[config.mk]
export PLATFORM = sky130hd
export DESIGN_NAME = ilrs_ctrl
export DESIGN_NICKNAME = d
export VERILOG_FILES = /design/src/sv/ilrs_pkg.sv /design/src/sv/ilrs_ctrl.sv
export SDC_FILE = /design/constraint.sdc
export NUM_CORES = 1
export LEC_CHECK = 0
export ABC_AREA = 1
export BUFFER_PORTS_ARGS = -buffer_cell sky130_fd_sc_hd__buf_4
export CAP_MARGIN = 20
export CORE_ASPECT_RATIO = 1.5
export CORE_MARGIN = 2
export CORE_UTILIZATION = 29
export DETAILED_ROUTE_END_ITERATION = 8
export GPL_TIMING_DRIVEN = 0
export PLACE_DENSITY_LB_ADDON = 0.1
export REMOVE_ABC_BUFFERS = 1
export SLEW_MARGIN = 20
export SYNTH_ARGS = -nofsm -noshare
export SYNTH_HDL_FRONTEND = slang
export SYNTH_SLANG_ARGS = --single-unit
export TNS_END_PERCENT = 50
[constraint.sdc]
create_clock -name i_clk -period 1.7 [get_ports i_clk]
set_input_delay 0.085 -clock i_clk [delete_from_list [all_inputs] [get_ports i_clk]]
set_output_delay 0.085 -clock i_clk [all_outputs]
set_load 0.05 [all_outputs]
[src/sv/ilrs_pkg.sv]
package ilrs_pkg;

    // Store geometry.
    localparam int CAPACITY = 1024;
    localparam int LOG      = $clog2(CAPACITY);
    localparam int ADDR_W   = LOG + 1;
    localparam int DEPTH    = 2 * CAPACITY;
    localparam int SPAN_W   = LOG + 2;

    // Field widths.
    localparam int SUM_W = 30;
    localparam int POS_W = 11;
    localparam int VAL_W = 31;

    localparam logic [SUM_W:0] PRIME_MOD  = 31'd1000000007;
    localparam logic [VAL_W-1:0] PRIME_X2 = 31'd2000000014;

    typedef enum logic [1:0] {
        CMD_APPEND = 2'd0,
        CMD_SET    = 2'd1,
        CMD_DELETE = 2'd2,
        CMD_QUERY  = 2'd3
    } t_cmd;

    typedef struct packed {
        t_cmd               cmd;
        logic [POS_W-1:0]   first_pos;
        logic [POS_W-1:0]   second_pos;
        logic [VAL_W-1:0]   data_value;
    } t_in;

    typedef struct packed {
        logic [SUM_W-1:0] range_sum;
        logic             range_error;
    } t_out;

    // One tree node: value sum and deleted-slot count.
    typedef struct packed {
        logic [SUM_W-1:0]  sum;
        logic [ADDR_W-1:0] del;
    } t_node;

    localparam int NODE_W = $bits(t_node);

    // Datapath operations issued by the controller.
    typedef enum logic [3:0] {
        OP_NONE,
        OP_LATCH,
        OP_CLEAR,
        OP_RK_P1,
        OP_RK_P2,
        OP_RK_RD,
        OP_RK_STEP,
        OP_UPD_LEAF,
        OP_UPD_RD,
        OP_UPD_CMB,
        OP_SUM_INIT,
        OP_SUM_LO,
        OP_SUM_HI,
        OP_SUM_SH,
        OP_OUT_OK,
        OP_OUT_ERR
    } t_op;

    typedef struct packed {
        t_cmd cmd;
        logic append_ok;
        logic pos_ok;
        logic qry_ok;
        logic rk_done;
        logic upd_root;
        logic sum_done;
        logic clr_done;
        logic out_free;
    } t_status;

    function automatic logic [SUM_W-1:0] add_mod(input logic [SUM_W-1:0] a,
                                                 input logic [SUM_W-1:0] b);
        logic [SUM_W:0] s;
        s = {1'b0, a} + {1'b0, b};
        if (s >= PRIME_MOD) begin
            s = s - PRIME_MOD;
        end
        return s[SUM_W-1:0];
    endfunction

    function automatic logic [SUM_W-1:0] reduce(input logic [VAL_W-1:0] v);
        logic [VAL_W-1:0] r;
        if (v >= PRIME_X2) begin
            r = v - PRIME_X2;
        end else if (v >= PRIME_MOD) begin
            r = v - PRIME_MOD;
        end else begin
            r = v;
        end
        return r[SUM_W-1:0];
    endfunction

endpackage

[src/sv/ilrs_ctrl.sv]
module ilrs_ctrl import ilrs_pkg::*; (
    input  logic    i_clk,
    input  logic    i_rst_n,
    input  logic    i_in_valid,
    input  t_status i_status,
    output logic    o_in_ready,
    output t_op     o_op
);

    typedef enum logic [11:0] {
        S_CLEAR   = 12'b000000000001,
        S_IDLE    = 12'b000000000010,
        S_DECODE  = 12'b000000000100,
        S_RK_RD   = 12'b000000001000,
        S_RK_STEP = 12'b000000010000,
        S_UPD_RD  = 12'b000000100000,
        S_UPD_CMB = 12'b000001000000,
        S_SUM_LO  = 12'b000010000000,
        S_SUM_HI  = 12'b000100000000,
        S_SUM_SH  = 12'b001000000000,
        S_OUT_OK  = 12'b010000000000,
        S_OUT_ERR = 12'b100000000000
    } t_state;

    t_state r_state, n_state;
    logic   r_second, n_second;

    // Next-state and operation decode.
    always_comb begin
        n_state    = r_state;
        n_second   = r_second;
        o_op       = OP_NONE;
        o_in_ready = 1'b0;
        case (r_state)
            S_CLEAR: begin
                o_op = OP_CLEAR;
                if (i_status.clr_done) begin
                    n_state = S_IDLE;
                end
            end
            S_IDLE: begin
                o_in_ready = 1'b1;
                if (i_in_valid) begin
                    o_op    = OP_LATCH;
                    n_state = S_DECODE;
                end
            end
            S_DECODE: begin
                n_second = 1'b0;
                case (i_status.cmd)
                    CMD_APPEND: begin
                        if (i_status.append_ok) begin
                            o_op    = OP_UPD_LEAF;
                            n_state = S_UPD_RD;
                        end else begin
                            n_state = S_IDLE;
                        end
                    end
                    CMD_SET, CMD_DELETE: begin
                        if (i_status.pos_ok) begin
                            o_op    = OP_RK_P1;
                            n_state = S_RK_RD;
                        end else begin
                            n_state = S_IDLE;
                        end
                    end
                    default: begin
                        if (i_status.qry_ok) begin
                            o_op    = OP_RK_P1;
                            n_state = S_RK_RD;
                        end else begin
                            n_state = S_OUT_ERR;
                        end
                    end
                endcase
            end
            S_RK_RD: begin
                if (!i_status.rk_done) begin
                    o_op    = OP_RK_RD;
                    n_state = S_RK_STEP;
                end else if (i_status.cmd != CMD_QUERY) begin
                    o_op    = OP_UPD_LEAF;
                    n_state = S_UPD_RD;
                end else if (!r_second) begin
                    o_op     = OP_RK_P2;
                    n_second = 1'b1;
                end else begin
                    o_op    = OP_SUM_INIT;
                    n_state = S_SUM_LO;
                end
            end
            S_RK_STEP: begin
                o_op    = OP_RK_STEP;
                n_state = S_RK_RD;
            end
            S_UPD_RD: begin
                o_op = OP_UPD_RD;
                if (i_status.upd_root) begin
                    n_state = S_IDLE;
                end else begin
                    n_state = S_UPD_CMB;
                end
            end
            S_UPD_CMB: begin
                o_op    = OP_UPD_CMB;
                n_state = S_UPD_RD;
            end
            S_SUM_LO: begin
                if (i_status.sum_done) begin
                    n_state = S_OUT_OK;
                end else begin
                    o_op    = OP_SUM_LO;
                    n_state = S_SUM_HI;
                end
            end
            S_SUM_HI: begin
                o_op    = OP_SUM_HI;
                n_state = S_SUM_SH;
            end
            S_SUM_SH: begin
                o_op    = OP_SUM_SH;
                n_state = S_SUM_LO;
            end
            S_OUT_OK: begin
                if (i_status.out_free) begin
                    o_op    = OP_OUT_OK;
                    n_state = S_IDLE;
                end
            end
            S_OUT_ERR: begin
                if (i_status.out_free) begin
                    o_op    = OP_OUT_ERR;
                    n_state = S_IDLE;
                end
            end
            default: begin
                n_state = S_IDLE;
            end
        endcase
    end

    // State registers.
    always_ff @(posedge i_clk) begin
        if (!i_rst_n) begin
            r_state  <= S_CLEAR;
            r_second <= 1'b0;
        end else begin
            r_state  <= n_state;
            r_second <= n_second;
        end
    end

endmodule

-- Word-level counts from Yosys, hierarchy flattened
Cells that the tools add are included.
- register bits: 13
- output and inout port bits: 5
- input port bits: 13
- logic and storage cells: 58
- equal/unequal tests: 21
- muxes and demuxes: 29
- reduce and logical (&&, ||, !) cells: 6
- operators by type and width (kind ; count):
    12-bit case mux with 11 select lines ; 1
    12-bit two-way mux ; 7
    4-bit case mux with 12 select lines ; 1
    4-bit two-way mux ; 7
    12-bit case mux with 2 select lines ; 1
    12-bit by 1-bit == test with 1-bit output (second input constant) ; 1
    12-bit by 10-bit == test with 1-bit output (second input constant) ; 1
    12-bit by 11-bit == test with 1-bit output (second input constant) ; 1
    12-bit == test (second input constant) ; 1
    12-bit by 2-bit == test with 1-bit output (second input constant) ; 1
    12-bit by 3-bit == test with 1-bit output (second input constant) ; 1
    12-bit by 4-bit == test with 1-bit output (second input constant) ; 1
    12-bit by 5-bit == test with 1-bit output (second input constant) ; 1
    12-bit by 6-bit == test with 1-bit output (second input constant) ; 1
    12-bit by 7-bit == test with 1-bit output (second input constant) ; 1
    12-bit by 8-bit == test with 1-bit output (second input constant) ; 1
    12-bit by 9-bit == test with 1-bit output (second input constant) ; 1
    11-bit two-way mux ; 1
    2-bit inequality test (second input constant) ; 5
    4-bit case mux with 2 select lines ; 1
    7-bit two-way mux ; 1
    6-bit two-way mux ; 1
    1-bit two-way mux ; 4
    2-bit two-way mux ; 2
    other kinds (11) ; 12

-- Logic depth before layout (Yosys ltp)
- depth after elaboration: 4
- mapped depth: 10
- mapped depth without buffers: 10

-- Worst setup path after synthesis
OpenSTA, ideal clock, no wires.
- path kind: reg2out
- start point: register r_state[8]
- end point: output port o_op[3]
- slack: 0.126 ns
- cell stages (with the launch flop): 9
- path buffers: 0
- data required time: 1.615 ns
- arrival: 1.489 ns
- cell sequence: dfxtp_1 nor2_2 nand2_4 nor2_4 nand2_2 or2_4 nand2_2 nor2_1 nand4_1
- cells in the longest elaborated chain, start to end: 2
- elaborated cells on any way between the ends: 13
- those cells by class: eq/ne: 12; mux: 1
- ends and longest elaborated chain (element ; RTL line ; text):
    from (decl) ; ilrs_ctrl.sv:25 ; t_state r_state, n_state;
    from (signal assigned) ; ilrs_ctrl.sv:148 ; r_state <= n_state;
    12-bit == test (tied with other cells) ; ilrs_ctrl.sv:34 ; case (r_state)
    4-bit case mux with 12 select lines * ; ilrs_ctrl.sv:34 ;
    to (decl) ; ilrs_ctrl.sv:7 ; output t_op o_op
Every way passes the cells marked *; elsewhere a longest branch is shown, timed or not.

-- Final worst setup path
- start point: register r_state[5]
- end point: output port o_op[3]
The elaborated chain is that of the path after synthesis.

==> results.tsv <==
stage	metric	value	unit
run_status	status	finished, violations left	
run_status	failing checks	setup timing	
global_routing	vias in the first global route	1118	
synth	Syn Inst Count	176	
place	worst slack at placement	0.0876	ns
layout	non-filler cells, final	249	
place	dpl cells	235	
clock_tree	hold buffers post-CTS	0	
place	HPWL after DPL	2400	um
clock_tree	CTS root buf	clkbuf_8	
power	Power Total	0.800	mW
timing	RSZ-0062 raised after global routing	yes	
power	P_leak	0.799	nW
synth	most common cell in the netlist	nand2_1	
route	ANT nets after route	0	
worst_setup_path	crit-path max cell delay	0.34	ns
worst_setup_path	kind of critical path	reg -> out	
route	DRC Markers	0	
global_routing	first-pass GRT wire length	4800	um
synth	Post-synth EDFFs	0	
clock_tree	H-tree level count	1	
floorplan	die area	4330	sq um
floorplan	Die Y	79.6	um
clock_tree	CTS buffer count	3	
timing	Final min period	1.76	ns
floorplan	die width	54.4	um
synth	Post-Syn Area per Cell	6.28	sq um
power	Cell Pwr Density	526	nW/um^2
route	Initial DRC Count	17	
floorplan	FP Rows	27	
global_routing	GRT overflow	0	
timing	setup slack after layout	-0.0561	ns
layout	fin area	1520	sq um
worst_setup_path	Reg2Reg Launch Point	r_state[5]	
worst_setup_path	worst path required time	1.62	ns
global_routing	largest net degree at the start of global routing	10	
timing	endpoints failing setup	2	
clock_tree	Clock Latency Late Sink	0.24	ns
timing	Max Slew Vio Count	0	
power	Worst VDD drop	0.000232	V
synth	Post-synth ARST share	0	%
worst_setup_path	worst-path fanout max	7	
synth	#FFs+latches synth	13	
timing	Slew HR	83.6	%
global_routing	Global Route Usage Sum	15.5	%
hold_path	worst hold start	i_status[4]	
clock_tree	CTS tree	built	
worst_setup_path	CP Capture Type	primary output	
floorplan	Std-Cell Core Area	3650	sq um
clock_tree	Worst-path clk slew	0.05	ns
hold_path	Hold Path Class	in -> reg	
timing	Final Hold Viols	0	
floorplan	IO Pins	18	
synth	Netlist cell types	28	
synth	post-synth top area cell	dfxtp_1	
worst_setup_path	Crit path arrival time	1.67	ns
route	DR vias	1154	
synth	Synth area leaders	dfxtp_1 24%, nand2_1 14%, inv_1 13%	
flow_run	Max Cap Viol	0	
clock_tree	Clock Tree Buf Depth	2	
route	drt wl/cell	12.2	um
layout	P&R area growth vs syn	37.6	%
timing	maximum clock frequency	569	MHz
synth	YS warnings	0	
synth	ys flop type	dfxtp_1	
place	IO Port Bufs	17	
layout	ANT cells	0	
synth	share of the yosys chip area belonging to registers	23.5	%
worst_setup_path	cells along the critical path	nor2_4 > nand2_4 > nor2_8 > nand2_4 > inv_4 > nand3_4 > nor2_4 > nor2_1 > nand4_1 > buf_6	
place	Area after DPL	1280	sq um
timing	measured slew at the worst slew-check pin	0.245	ns
place	Routability Congestion	0.767	
route	final wirelength	3030	um
global_routing	initial antenna violation count	0	
timing	Tcrit/Tclk final	103	%
worst_setup_path	Crit-path slowest cell	dfxtp_2	
synth	top cell type's share of synthesized area	23.5	%
synth	mapped cell area	1110	sq um
synth	Post-synth top cells	40 x nand2_1, 37 x inv_1, 20 x nor2_1, 13 x dfxtp_1, 12 x nand3_1	
layout	layout cells sized above 1	37.4	%
floorplan	initial core utilization	30.3	%
worst_setup_path	Worst setup SP type	flop	
clock_tree	Sink Count	13	
timing	Setup Skew	0.00350	ns
layout	Layout Nets	223	
route	vias per cell	4.63	
worst_setup_path	CP Launch Point	r_state[5]	
route	DRT Pass-1 Iters	4	
timing	setup TNS	-0.0620	ns
per-layer routing:
layer | global-route usage, % | wire length (um)
met1 | 16.3 | 1160
met2 | 28.1 | 1690
met3 | 2.25 | 119
met4 | 7.75 | 60
met5 | 0 | 0
registers in the layout (all words and copies together) (netlist names):
register	cells
r_second	1
r_state	12
repair_timing:
action,CTS,global route
buffers inserted,7,3
setup endpoints to repair,4,4
pin swaps,11,9
gates resized for setup,20,16
report_power, final:
part	total, mW	switching [mW]	internal, mW
registers	0.318	0.00750	0.311
logic	0.205	0.128	0.0765
clock network	0.278	0.112	0.165
path summary, 6_finish.rpt:
kind | end | slack, ns | cells past startpoint
max | o_op[3] | -0.06 | 10
max reg2reg | r_state[7] | 0.11 | 11
min | r_state[4] | 0.09 | 2
min reg2reg | r_state[10] | 0.51 | 2
cells in the final DEF (no fill, tap or decap), types with 2 or more instances in the layout:
cell type   n
a21oi_1     4
o21ai_2     2
nand2_4     5
buf_6       3
nand2_1    39
ha_1        3
nand4_1     4
nand3_2     4
clkbuf_8    3
nor2_4     12
nor3_1      4
nor2_2      6
nand2_2     5
buf_4      23
o21ai_1     2
dfxtp_2     5
nand3_1    11
dfxtp_1     7
nor2_1     13
inv_1      37
per-stage QoR:
stage	hold WS (ns)	util [%]
3_5_place_dp	0.332	35.2
5_1_grt	0.0891	41.7
6_report	0.0933	41.7
2_1_floorplan	0.154	-
4_1_cts	0.0764	39.5
3_3_place_gp	0.328	35.2
cell families (layout without fill, tap and decap cells):
family          Yosys count  count (layout)  share of synthesized area [%]
simple gates            110             110                           53.8
buf+inv                  39              69                           13.2
compound gates           11              11                           6.00
flops                    13              13                           23.5
fa+ha+maj                 3               3                           3.39
final cells by class:
cell class | instances | area, sq um
multi-input cells | 124 | 786
flip-flops and latches | 13 | 270
well taps | 43 | 53.8
repair buffers | 27 | 221
inverters | 38 | 145
fillers | 395 | 2130
clock buffers | 4 | 45.0
critical path: cells and delay by family, from the launching register on:
family                 cells  cell delay (ns)
AND/OR/NAND/NOR            8             0.85
flip-flops                 1             0.34
buffers and inverters      2             0.24
Note: power is estimated with default switching activity, not from simulation.
